**config.mk**
```make
export PLATFORM = sky130hd
export DESIGN_NAME = modular_exponentiation_core_flat
export DESIGN_NICKNAME = d
export VERILOG_FILES = /design/src/design/modexp_pkg.sv /design/src/design/modexp_if.sv /design/src/design/modular_exponentiation_core.sv /design/src/design/modexp_step.sv /design/src/flat_wrapper.sv
export SDC_FILE = /design/constraint.sdc
export NUM_CORES = 1
export LEC_CHECK = 0
export BUFFER_PORTS_ARGS = -buffer_cell sky130_fd_sc_hd__buf_2
export CORE_MARGIN = 2
export CORE_UTILIZATION = 61
export CTS_CLUSTER_DIAMETER = 40
export DETAILED_ROUTE_END_ITERATION = 7
export GPL_TIMING_DRIVEN = 0
export HOLD_SLACK_MARGIN = 0.1
export PLACE_DENSITY_LB_ADDON = 0.05
export SLEW_MARGIN = 20
export SYNTH_ARGS = -nofsm -noshare
export SYNTH_HDL_FRONTEND = slang
export SYNTH_SLANG_ARGS = --single-unit
```
**constraint.sdc**
```tcl
create_clock -name i_clk -period 9.65 [get_ports i_clk]
set_input_delay 2.4125 -clock i_clk [delete_from_list [all_inputs] [get_ports i_clk]]
set_output_delay 2.4125 -clock i_clk [all_outputs]
set_load 0.02 [all_outputs]
```
**src/design/modexp_pkg.sv**
```systemverilog
// Shared types, widths and codes for the modular exponentiation core.
package modexp_pkg;

    localparam int MOD_BITS  = 31;
    localparam int EXP_BITS  = 31;
    localparam int BASE_BITS = 63;
    localparam int CFG_W     = (MOD_BITS > EXP_BITS) ? MOD_BITS : EXP_BITS;
    localparam int CFG_IDX_W = 1;
    localparam int CNT_W     = $clog2(BASE_BITS);
    localparam int MUL_IDX_W = $clog2(MOD_BITS);
    localparam int EBIT_W    = $clog2(EXP_BITS);

    typedef logic [MOD_BITS-1:0]  t_mod;
    typedef logic [EXP_BITS-1:0]  t_exp;
    typedef logic [BASE_BITS-1:0] t_base;
    typedef logic [CFG_W-1:0]     t_cfg_data;
    typedef logic [CFG_IDX_W-1:0] t_cfg_idx;

    localparam t_cfg_idx REG_EXPONENT = t_cfg_idx'(0);
    localparam t_cfg_idx REG_MODULUS  = t_cfg_idx'(1);

    typedef enum logic [4:0] {
        S_IDLE = 5'b00001,
        S_RED  = 5'b00010,
        S_MUL  = 5'b00100,
        S_SQR  = 5'b01000,
        S_DONE = 5'b10000
    } t_state;

    // Control of the shared modular double-and-add step.
    typedef struct packed {
        logic add_en;
        t_mod addend;
    } t_step_ctl;

endpackage

```
**src/design/modexp_if.sv**
```systemverilog
// Valid/ready stream interfaces for the base and power channels.
interface modexp_base_if;
    logic                 valid;
    logic                 ready;
    modexp_pkg::t_base    base;

    modport source (output valid, output base, input ready);
    modport sink   (input valid, input base, output ready);
endinterface

interface modexp_power_if;
    logic                 valid;
    logic                 ready;
    modexp_pkg::t_mod     power;

    modport source (output valid, output power, input ready);
    modport sink   (input valid, input power, output ready);
endinterface

```
**src/design/modular_exponentiation_core.sv**
```systemverilog
// Modular exponentiation core, right-to-left square-and-multiply, one double-and-add unit.
// The base is reduced first; then per exponent bit a multiply when the bit is set, then a
// squaring; then the result is loaded into the output register once it is free. With a
// modulus below two the steps are skipped and the result is zero. One item at a time, one
// multiplier bit per cycle; the next base is taken the cycle after the result is loaded.
// Reset (synchronous) sets exponent to 1, modulus to 2 and empties the output register.
module modular_exponentiation_core (
    input  logic                     i_clk,
    input  logic                     i_rst_n,
    input  logic                     i_cfg_we,
    input  modexp_pkg::t_cfg_idx     i_cfg_idx,
    input  modexp_pkg::t_cfg_data    i_cfg_data,
    modexp_base_if.sink              i_base,
    modexp_power_if.source           o_power
);

    modexp_pkg::t_state     r_state, n_state;
    modexp_pkg::t_exp       r_exp;
    modexp_pkg::t_mod       r_mod;
    logic [modexp_pkg::CNT_W-1:0]  r_cnt, n_cnt;
    logic [modexp_pkg::EBIT_W-1:0] r_ebit, n_ebit;
    modexp_pkg::t_base      r_base, n_base;
    modexp_pkg::t_mod       r_acc, n_acc;
    modexp_pkg::t_mod       r_run, n_run;
    modexp_pkg::t_mod       r_prod, n_prod;
    logic                   r_out_valid, n_out_valid;
    modexp_pkg::t_mod       r_out_power, n_out_power;

    modexp_pkg::t_step_ctl  w_ctl;
    modexp_pkg::t_mod       w_step;
    logic                   w_last;
    logic                   w_in_acc;
    logic                   w_out_acc;

    assign i_base.ready  = (r_state == modexp_pkg::S_IDLE);
    assign o_power.valid = r_out_valid;
    assign o_power.power = r_out_power;
    assign w_in_acc      = i_base.valid && i_base.ready;
    assign w_out_acc     = r_out_valid && o_power.ready;
    assign w_last        = (r_cnt == '0);

    // Feed the base in MSB first with addend 1, or a multiplier bit of run.
    always_comb begin
        if (r_state == modexp_pkg::S_RED) begin
            w_ctl.add_en = r_base[r_cnt];
            w_ctl.addend = modexp_pkg::t_mod'(1);
        end else begin
            w_ctl.add_en = r_run[r_cnt[modexp_pkg::MUL_IDX_W-1:0]];
            w_ctl.addend = (r_state == modexp_pkg::S_MUL) ? r_acc : r_run;
        end
    end

    modexp_step u_step (
        .i_acc (r_prod),
        .i_ctl (w_ctl),
        .i_mod (r_mod),
        .o_acc (w_step)
    );

    always_comb begin
        n_state     = r_state;
        n_cnt       = r_cnt;
        n_ebit      = r_ebit;
        n_base      = r_base;
        n_acc       = r_acc;
        n_run       = r_run;
        n_prod      = r_prod;
        n_out_valid = r_out_valid;
        n_out_power = r_out_power;
        if (w_out_acc) begin
            n_out_valid = 1'b0;
        end
        case (r_state)
            modexp_pkg::S_IDLE: begin
                if (w_in_acc) begin
                    n_base = i_base.base;
                    if (r_mod < modexp_pkg::t_mod'(2)) begin
                        n_acc   = '0;
                        n_state = modexp_pkg::S_DONE;
                    end else begin
                        n_prod  = '0;
                        n_cnt   = modexp_pkg::CNT_W'(modexp_pkg::BASE_BITS - 1);
                        n_state = modexp_pkg::S_RED;
                    end
                end
            end
            modexp_pkg::S_RED: begin
                n_prod = w_step;
                n_cnt  = r_cnt - 1'b1;
                if (w_last) begin
                    n_run   = w_step;
                    n_acc   = modexp_pkg::t_mod'(1);
                    n_ebit  = '0;
                    n_prod  = '0;
                    n_cnt   = modexp_pkg::CNT_W'(modexp_pkg::MOD_BITS - 1);
                    n_state = r_exp[0] ? modexp_pkg::S_MUL : modexp_pkg::S_SQR;
                end
            end
            modexp_pkg::S_MUL: begin
                n_prod = w_step;
                n_cnt  = r_cnt - 1'b1;
                if (w_last) begin
                    n_acc   = w_step;
                    n_prod  = '0;
                    n_cnt   = modexp_pkg::CNT_W'(modexp_pkg::MOD_BITS - 1);
                    n_state = modexp_pkg::S_SQR;
                end
            end
            modexp_pkg::S_SQR: begin
                n_prod = w_step;
                n_cnt  = r_cnt - 1'b1;
                if (w_last) begin
                    n_run = w_step;
                    if (r_ebit == modexp_pkg::EBIT_W'(modexp_pkg::EXP_BITS - 1)) begin
                        n_state = modexp_pkg::S_DONE;
                    end else begin
                        n_ebit  = r_ebit + 1'b1;
                        n_prod  = '0;
                        n_cnt   = modexp_pkg::CNT_W'(modexp_pkg::MOD_BITS - 1);
                        n_state = r_exp[n_ebit] ? modexp_pkg::S_MUL : modexp_pkg::S_SQR;
                    end
                end
            end
            modexp_pkg::S_DONE: begin
                // Hold until the output register is free.
                if (!r_out_valid || o_power.ready) begin
                    n_out_valid = 1'b1;
                    n_out_power = r_acc;
                    n_state     = modexp_pkg::S_IDLE;
                end
            end
            default: begin
                n_state = modexp_pkg::S_IDLE;
            end
        endcase
    end

    always_ff @(posedge i_clk) begin
        if (!i_rst_n) begin
            r_state     <= modexp_pkg::S_IDLE;
            r_out_valid <= 1'b0;
            r_exp       <= modexp_pkg::t_exp'(1);
            r_mod       <= modexp_pkg::t_mod'(2);
        end else begin
            r_state     <= n_state;
            r_out_valid <= n_out_valid;
            if (i_cfg_we) begin
                case (i_cfg_idx)
                    modexp_pkg::REG_EXPONENT: r_exp <= i_cfg_data[modexp_pkg::EXP_BITS-1:0];
                    modexp_pkg::REG_MODULUS:  r_mod <= i_cfg_data[modexp_pkg::MOD_BITS-1:0];
                    default: begin
                    end
                endcase
            end
        end
    end

    always_ff @(posedge i_clk) begin
        r_cnt       <= n_cnt;
        r_ebit      <= n_ebit;
        r_base      <= n_base;
        r_acc       <= n_acc;
        r_run       <= n_run;
        r_prod      <= n_prod;
        r_out_power <= n_out_power;
    end

    a_busy_not_ready: assert property (@(posedge i_clk) disable iff (!i_rst_n)
        (r_state != modexp_pkg::S_IDLE) |-> !i_base.ready)
        else $error("base accepted while busy");

    a_prod_reduced: assert property (@(posedge i_clk) disable iff (!i_rst_n)
        (r_state == modexp_pkg::S_RED || r_state == modexp_pkg::S_MUL ||
         r_state == modexp_pkg::S_SQR) |-> (r_prod < r_mod))
        else $error("partial product not reduced");

    a_power_reduced: assert property (@(posedge i_clk) disable iff (!i_rst_n)
        (r_out_valid && r_mod >= modexp_pkg::t_mod'(2)) |-> (r_out_power < r_mod))
        else $error("power not below modulus");

    a_valid_from_done: assert property (@(posedge i_clk) disable iff (!i_rst_n)
        $rose(r_out_valid) |-> $past(r_state == modexp_pkg::S_DONE))
        else $error("result loaded outside done state");

endmodule

```
**src/design/modexp_step.sv**
```systemverilog
// Shared modular step: (2*r + bit*a) mod m for r, a below m.
module modexp_step (
    input  modexp_pkg::t_mod      i_acc,
    input  modexp_pkg::t_step_ctl i_ctl,
    input  modexp_pkg::t_mod      i_mod,
    output modexp_pkg::t_mod      o_acc
);

    localparam int SW = modexp_pkg::MOD_BITS + 2;

    logic [SW-1:0] w_sum;
    logic [SW-1:0] w_m1;
    logic [SW-1:0] w_m2;
    logic [SW:0]   w_d1;
    logic [SW:0]   w_d2;

    // Sum stays below 3m, so one of three candidates is the residue.
    assign w_sum = {1'b0, i_acc, 1'b0}
                 + (i_ctl.add_en ? {2'b00, i_ctl.addend} : {SW{1'b0}});
    assign w_m1  = {2'b00, i_mod};
    assign w_m2  = {1'b0, i_mod, 1'b0};
    assign w_d1  = {1'b0, w_sum} - {1'b0, w_m1};
    assign w_d2  = {1'b0, w_sum} - {1'b0, w_m2};

    always_comb begin
        if (!w_d2[SW]) begin
            o_acc = w_d2[modexp_pkg::MOD_BITS-1:0];
        end else if (!w_d1[SW]) begin
            o_acc = w_d1[modexp_pkg::MOD_BITS-1:0];
        end else begin
            o_acc = w_sum[modexp_pkg::MOD_BITS-1:0];
        end
    end

endmodule
```
**src/flat_wrapper.sv**
```systemverilog
// flat-port wrapper written by rule: the top's interface ports become plain ports
module modular_exponentiation_core_flat 
  (i_clk, i_rst_n, i_cfg_we, i_cfg_idx, i_cfg_data, i_base_valid, i_base_base, i_base_ready, o_power_valid, o_power_power, o_power_ready);
  modexp_base_if i_base_i ();
  modexp_power_if o_power_i ();
  input  logic i_clk;
  input  logic i_rst_n;
  input  logic i_cfg_we;
  input  modexp_pkg::t_cfg_idx i_cfg_idx;
  input  modexp_pkg::t_cfg_data i_cfg_data;
  input wire logic [$bits(i_base_i.valid)-1:0] i_base_valid;
  input wire logic [$bits(i_base_i.base)-1:0] i_base_base;
  output wire logic [$bits(i_base_i.ready)-1:0] i_base_ready;
  output wire logic [$bits(o_power_i.valid)-1:0] o_power_valid;
  output wire logic [$bits(o_power_i.power)-1:0] o_power_power;
  input wire logic [$bits(o_power_i.ready)-1:0] o_power_ready;
  assign i_base_i.valid = i_base_valid;
  assign i_base_i.base = i_base_base;
  assign i_base_ready = i_base_i.ready;
  assign o_power_valid = o_power_i.valid;
  assign o_power_power = o_power_i.power;
  assign o_power_i.ready = o_power_ready;
  modular_exponentiation_core u_core (.i_clk(i_clk), .i_rst_n(i_rst_n), .i_cfg_we(i_cfg_we), .i_cfg_idx(i_cfg_idx), .i_cfg_data(i_cfg_data), .i_base(i_base_i), .o_power(o_power_i));
endmodule
```
==> flow_summary.yaml, run 1 <==
global_route:
  grt_start_max_net_pins: 64
  grt_overflow: 0
  grt_use_total_pct: 33.4
  grt_pass1_vias: 13200
  grt_pass1_wl_mm: 73.0
  antenna_found_initial: 0
yosys:
  synth.most_common_cell: "nand2_1"
  syn_nets: 1835
  synth_edf_count: 198
  synthesis.area_um2: 16600
  yosysWarnings: 0
  synth.largest_area_cell: "edfxtp_1"
  ys_seq_area_share_pct: 44.1
  synth_top_area_share_pct: 35.9
  synthArstFlopShare_pct: 0
  synth_area_leaders: "edfxtp_1 36%, dfxtp_1 8.2%, ha_1 7.2%"
  synth_cell_type_count: 87
  ys.flop_type: "edfxtp_1"
  yosys-top-cells-count: "247 x nand2_1, 198 x edfxtp_1, 131 x a21oi_1"
  avgSynthCellArea_um2: 10.1
  synth_seq_cells: 266
  netlist_instances: 1637
worst_setup_path:
  crit_top_cell: "o21ai_0"
  cp.required_ns: 9.88
  critPathKind: "flop to flop"
  end_kind: "flop"
  cpMaxStageDelayCell: "o41ai_2"
  cp.arrival_ns: 9.34
  critPathMaxFanout: 10
  cp-start-kind: "flop"
  slowest_delay_ns: 0.70
clocking:
  cts_tree: "built"
  cts_sinks: 266
  clkTransAtPathRegs_ns: 0.06
  clock_path_buffers: 3
  root_buffer: "clkbuf_16"
  ctsHtreeMaxLevel: 2
  cts_buffers: 38
  insertion_delay_ns: 0.53
  cts_setup_buffers: 0
drt:
  drc: 1
  antenna_left: 0
  finalWirelength_mm: 48.3
  vias: 13800
  drt-initial-drc-count: 1331
  vias_per_cell: 6.33
  post_drt_wl_per_cell_um: 22.1
  first_pass_iters: 7
finish:
  stdcell_count: 2183
  synthToLayoutAreaGrowth_pct: 15.5
  drive_above_1_share_pct: 16.3
  fin_nets: 2010
  post-route-cell-area_um2: 19100
  n_fill_cell: 2012
  num_antenna_cells: 0
sta:
  finalMaxSlewViolations: 0
  finClkSkew_ns: 0.0170
  setup_tns_ns: 0
  rsz0062_at_grt: "false"
  slew_headroom_pct: 39.8
  fin_crit_ns: 9.11
  worst_slew_pin_slew_ns: 0.897
  setup_slack_ns: 0.541
  period_share_pct: 94.4
  fmax_mhz: 110
  hold_viol_final: 0
  setup_violations: 0
floorplanning:
  initial_core_util_pct: 61.8
  die_x_um: 169
  rows: 60
  dieArea_um2: 28500
  pin_count: 133
  core_um2: 26800
  die_h_um: 169
run_status:
  violations: "design-rule violations"
  status: "complete, but fails checks"
placed_design:
  numPortBuffers: 131
  placed_area_um2: 17800
  dpl_worst_slack_ns: 0.252
  place_congestion: 0.958
  dp_hpwl_mm: 37.2
  dp_cells: 2113
power:
  ir_drop_v: 0.000123
  power_density_nw_per_um2: 242
  p_leak_uw: 0.00748
  total_power_uw: 4640
hold_path:
  hp-class: "flop to flop"
flow_run:
  cap_violations: 0
where the power goes:
| group | total (uW) | internal (uW) | leakage, uW | switching, uW |
|---|---|---|---|---|
| registers | 1370 | 1340 | 0.00244 | 29.5 |
| logic | 1820 | 638 | 0.00439 | 1180 |
| clock network | 1450 | 914 | 0.000648 | 538 |
| total | 4640 | 2890 | 0.00748 | 1750 |
critical path: cells and delay by family, from the launching register on:
family	cells	cell delay (ns)
flops	1	0.32
xor+xnor	1	0.37
fa+ha+maj	2	0.76
simple gates	4	0.75
buf+inv	4	1.68
mux	3	1.12
compound gates	12	3.76
per-layer routing:
layer | up-vias | global-route usage (%) | routed length [um]
li1 | 6482 | - | -
met1 | 6587 | 46.3 | 20500
met2 | 642 | 52.8 | 21800
met3 | 99 | 5.82 | 4290
met4 | 0 | 12.6 | 1720
met5 | - | 0 | 0
metrics by stage:
step | hold WS [ns] | utilization (%)
after floorplan | 0.426 | -
after global placement | 0.432 | 65.9
after detailed placement | 0.436 | 66.4
after CTS | 0.449 | 71.4
after global routing | 0.466 | 71.4
final | 0.453 | 71.4
registers in the layout, indices dropped and copies added (netlist names):
name	flops
u_core.o_power.power	31
u_core.r_run	31
u_core.r_exp	31
u_core.r_base	63
u_core.r_mod	31
u_core.r_acc	31
u_core.r_state	5
u_core.r_prod	31
u_core.r_ebit	5
u_core.r_cnt	6
u_core.o_power.valid	1
layout by cell type, fill, tap and decap left out, types with 16 or more instances in the layout:
master     synthesis  final
nor3_1            36     36
and3_1            18     18
inv_1             68     67
nor2_1            89     89
o21ai_0           52     50
nand3_1           34     34
xor2_1            24     24
buf_2             10    141
o21a_1            20     20
mux2i_1           21     21
edfxtp_1         198    198
a211oi_1          41     41
a21o_1            39     39
a21oi_1          131    129
mux4_2            38     38
clkbuf_1          50     50
nand2_1          247    247
clkbuf_16          0     39
a21boi_0          67     67
ha_1              95     95
dfxtp_1           68     68
nand2b_1          16     16
a31oi_1           17     17
xnor2_1           48     48
kinds of logic (layout without fill, tap and decap cells):
group / Yosys count / count (layout) / synth area share, %
muxes: 61 / 61 / 6.57
buffers and inverters: 143 / 348 / 3.67
AOI/OAI and AO/OA: 476 / 476 / 20.0
adders and majority gates: 98 / 98 / 7.53
and+or+nand+nor: 521 / 521 / 14.4
DFF: 266 / 266 / 44.1
xor gates and xnor gates: 72 / 72 / 3.80
worst paths after layout:
path                         start                        to  slack, ns  cells after the start
setup / recovery   u_core.r_cnt[1]          u_core.r_acc[28]       0.54                     26
hold reg to reg   u_core.r_acc[21]  u_core.o_power.power[21]       0.45                      0
hold / removal    u_core.r_acc[21]  u_core.o_power.power[21]       0.45                      0
setup reg to reg   u_core.r_cnt[1]          u_core.r_acc[28]       0.54                     26
cell type report:
cell class	count	area (um2)	area share (%)
tap	341	427	2.23
multi-input combinational	1228	8700	45.5
sequential	266	7310	38.2
buffer	74	350	1.83
inverter	69	262	1.37
clock buffer	40	980	5.12
clock inverter	30	359	1.88
timing repair buffer	135	758	3.96
what timing repair did:
action                     CTS  global route
resized for setup            0             3
setup endpoints to repair    0            72
hold buffers                 0             0
Power figures use the tool's default switching activity.
==> inputs of run 2 (changes only) <==
BUFFER_PORTS_ARGS = unset   (was -buffer_cell sky130_fd_sc_hd__buf_2)
CORE_UTILIZATION = 64   (was 61)
DONT_BUFFER_PORTS = 1   (was unset)
==> run 2 against run 1 <==
  * Highest routed layer unchanged
  * Die area is 4.6% lower
  * Via count is 3.7% lower
  * Wire length is 3.9% lower
  * Non-clock buffer count is 131 lower
  * Register-to-register slack better by 0.07 ns
  * The run now ends clean
  * Clock skew is 0.0046 ns higher
==> flow_summary.yaml, run 2 (synthesis results as in run 1) <==
global_route:
  grt_use_total_pct: 34.1
  antenna_found_initial: 0
  grt_start_max_net_pins: 64
  grt_pass1_vias: 12500
  grt_overflow: 0
  grt_pass1_wl_mm: 70.1
power:
  combPwrFrac_pct: 40.0
  p_sw_share_pct: 38.1
  p_sw_uw: 1710
  p_leak_uw: 0.00690
  ir_drop_v: 0.000166
  p_clk_share_pct: 29.5
  p_int_uw: 2780
  power_density_nw_per_um2: 244
  seq_power_share_pct: 30.5
finish:
  layout_commonest_cell: "nand2_1"
  drive_above_1_share_pct: 9.90
  largest_reg_flops: 63
  fin_nets: 1877
  stdcell_count: 2038
  final_cell_mix: "247 x nand2_1, 198 x edfxtp_1, 129 x a21oi_1"
  post-route-cell-area_um2: 18400
  regMostFlops: "u_core.r_base"
  synthToLayoutAreaGrowth_pct: 10.8
drt:
  first_pass_iters: 5
  drc: 0
  finalWirelength_mm: 46.4
  vias_per_cell: 6.53
  drt-initial-drc-count: 1441
  antenna_left: 0
  post_drt_wl_per_cell_um: 22.8
  vias: 13300
hold_path:
  hold_path.startpoint: "u_core.r_acc[30]"
  hp-class: "flop to flop"
floorplanning:
  die_x_um: 165
  pin_count: 133
  die_h_um: 165
  rows: 58
  core_um2: 25300
  initial_core_util_pct: 65.4
  dieArea_um2: 27200
clocking:
  clkTransAtPathRegs_ns: 0.06
  cts_setup_buffers: 0
  cts_tree: "built"
  ctsHtreeMaxLevel: 2
  clock_path_buffers: 3
  cts_buffers: 36
  insertion_delay_ns: 0.52
  cts_sinks: 266
  root_buffer: "clkbuf_16"
  cts_hold_buf: 0
  cts.repair.resized: 0
placed_design:
  place_congestion: 0.941
  placed_area_um2: 17100
  dp_hpwl_mm: 36.1
  numPortBuffers: 0
  dpl_worst_slack_ns: 0.435
  dp_cells: 1971
sta:
  setup_tns_ns: 0
  hold_slack_ns: 0.450
  worst_slew_pin_slew_ns: 0.921
  setup_slack_ns: 0.611
  period_share_pct: 93.7
  slew_headroom_pct: 38.6
  fmax_mhz: 111
  finClkSkew_ns: 0.0216
  finalMaxSlewViolations: 0
  setup_violations: 0
  fin_crit_ns: 9.04
  rsz0062_at_grt: "false"
  hold_viol_final: 0
worst_setup_path:
  critPathMaxFanout: 10
  cpMaxStageDelayCell: "mux4_2"
  slowest_delay_ns: 0.53
  end_kind: "flop"
  cp-start-kind: "flop"
  crit_family: "buffers and inverters"
  path_buf_inv: 6
  cp.arrival_ns: 9.30
  critPathKind: "flop to flop"
  r2r_start: "u_core.r_cnt[1]"
  cp.required_ns: 9.91
  cp-startpoint: "u_core.r_cnt[1]"
run_status:
  status: "complete, no violations"
flow_run:
  cap_violations: 0
==> run 2: area by class of cell <==
class / instances / area, um2
multi-input cells: 1228 / 8710
flip-flops and latches: 266 / 7310
fillers: 1808 / 6960
clock buffers: 39 / 922
well taps: 330 / 413
plain buffers: 74 / 350
clock inverters: 27 / 297
inverters: 69 / 262
repair buffers: 4 / 103
diodes: 1 / 2.50
==> run 2: through the flow <==
| stage | utilization (%) | total power (uW) |
|---|---|---|
| global placement | 67.1 | 3060 |
| finish | 72.5 | 4480 |
| CTS | 72.5 | 4420 |
| detailed placement | 67.7 | 3100 |
| global route | 72.5 | 4680 |
| floorplan | - | 2630 |
==> run 2: per-layer routing <==
metal | track usage [%] | vias up | wire length (um) | share of wire, %
met2 | 53.5 | 697 | 20600 | 44
li1 | - | 6206 | - | -
met4 | 10.2 | 0 | 1350 | 2.9
met5 | 0 | - | 0 | 0
met1 | 48.6 | 6308 | 20000 | 43
met3 | 6.10 | 87 | 4440 | 9.6
==> run 2: worst paths after layout <==
kind | to | slack, ns | cells past startpoint
max | u_core.r_acc[30] | 0.61 | 27
min | u_core.o_power.power[30] | 0.45 | 0
min reg2reg | u_core.o_power.power[30] | 0.45 | 0
max reg2reg | u_core.r_acc[30] | 0.61 | 27
==> run 2: power groups by stage <==
| stage | registers, uW | clock network (uW) | logic [uW] |
|---|---|---|---|
| detailed placement | 1390 | 0 | 1710 |
| global route | 1370 | 1380 | 1930 |
| global placement | 1390 | 0 | 1670 |
| floorplan | 1380 | 0 | 1250 |
| CTS | 1370 | 1330 | 1730 |
| finish | 1370 | 1320 | 1790 |
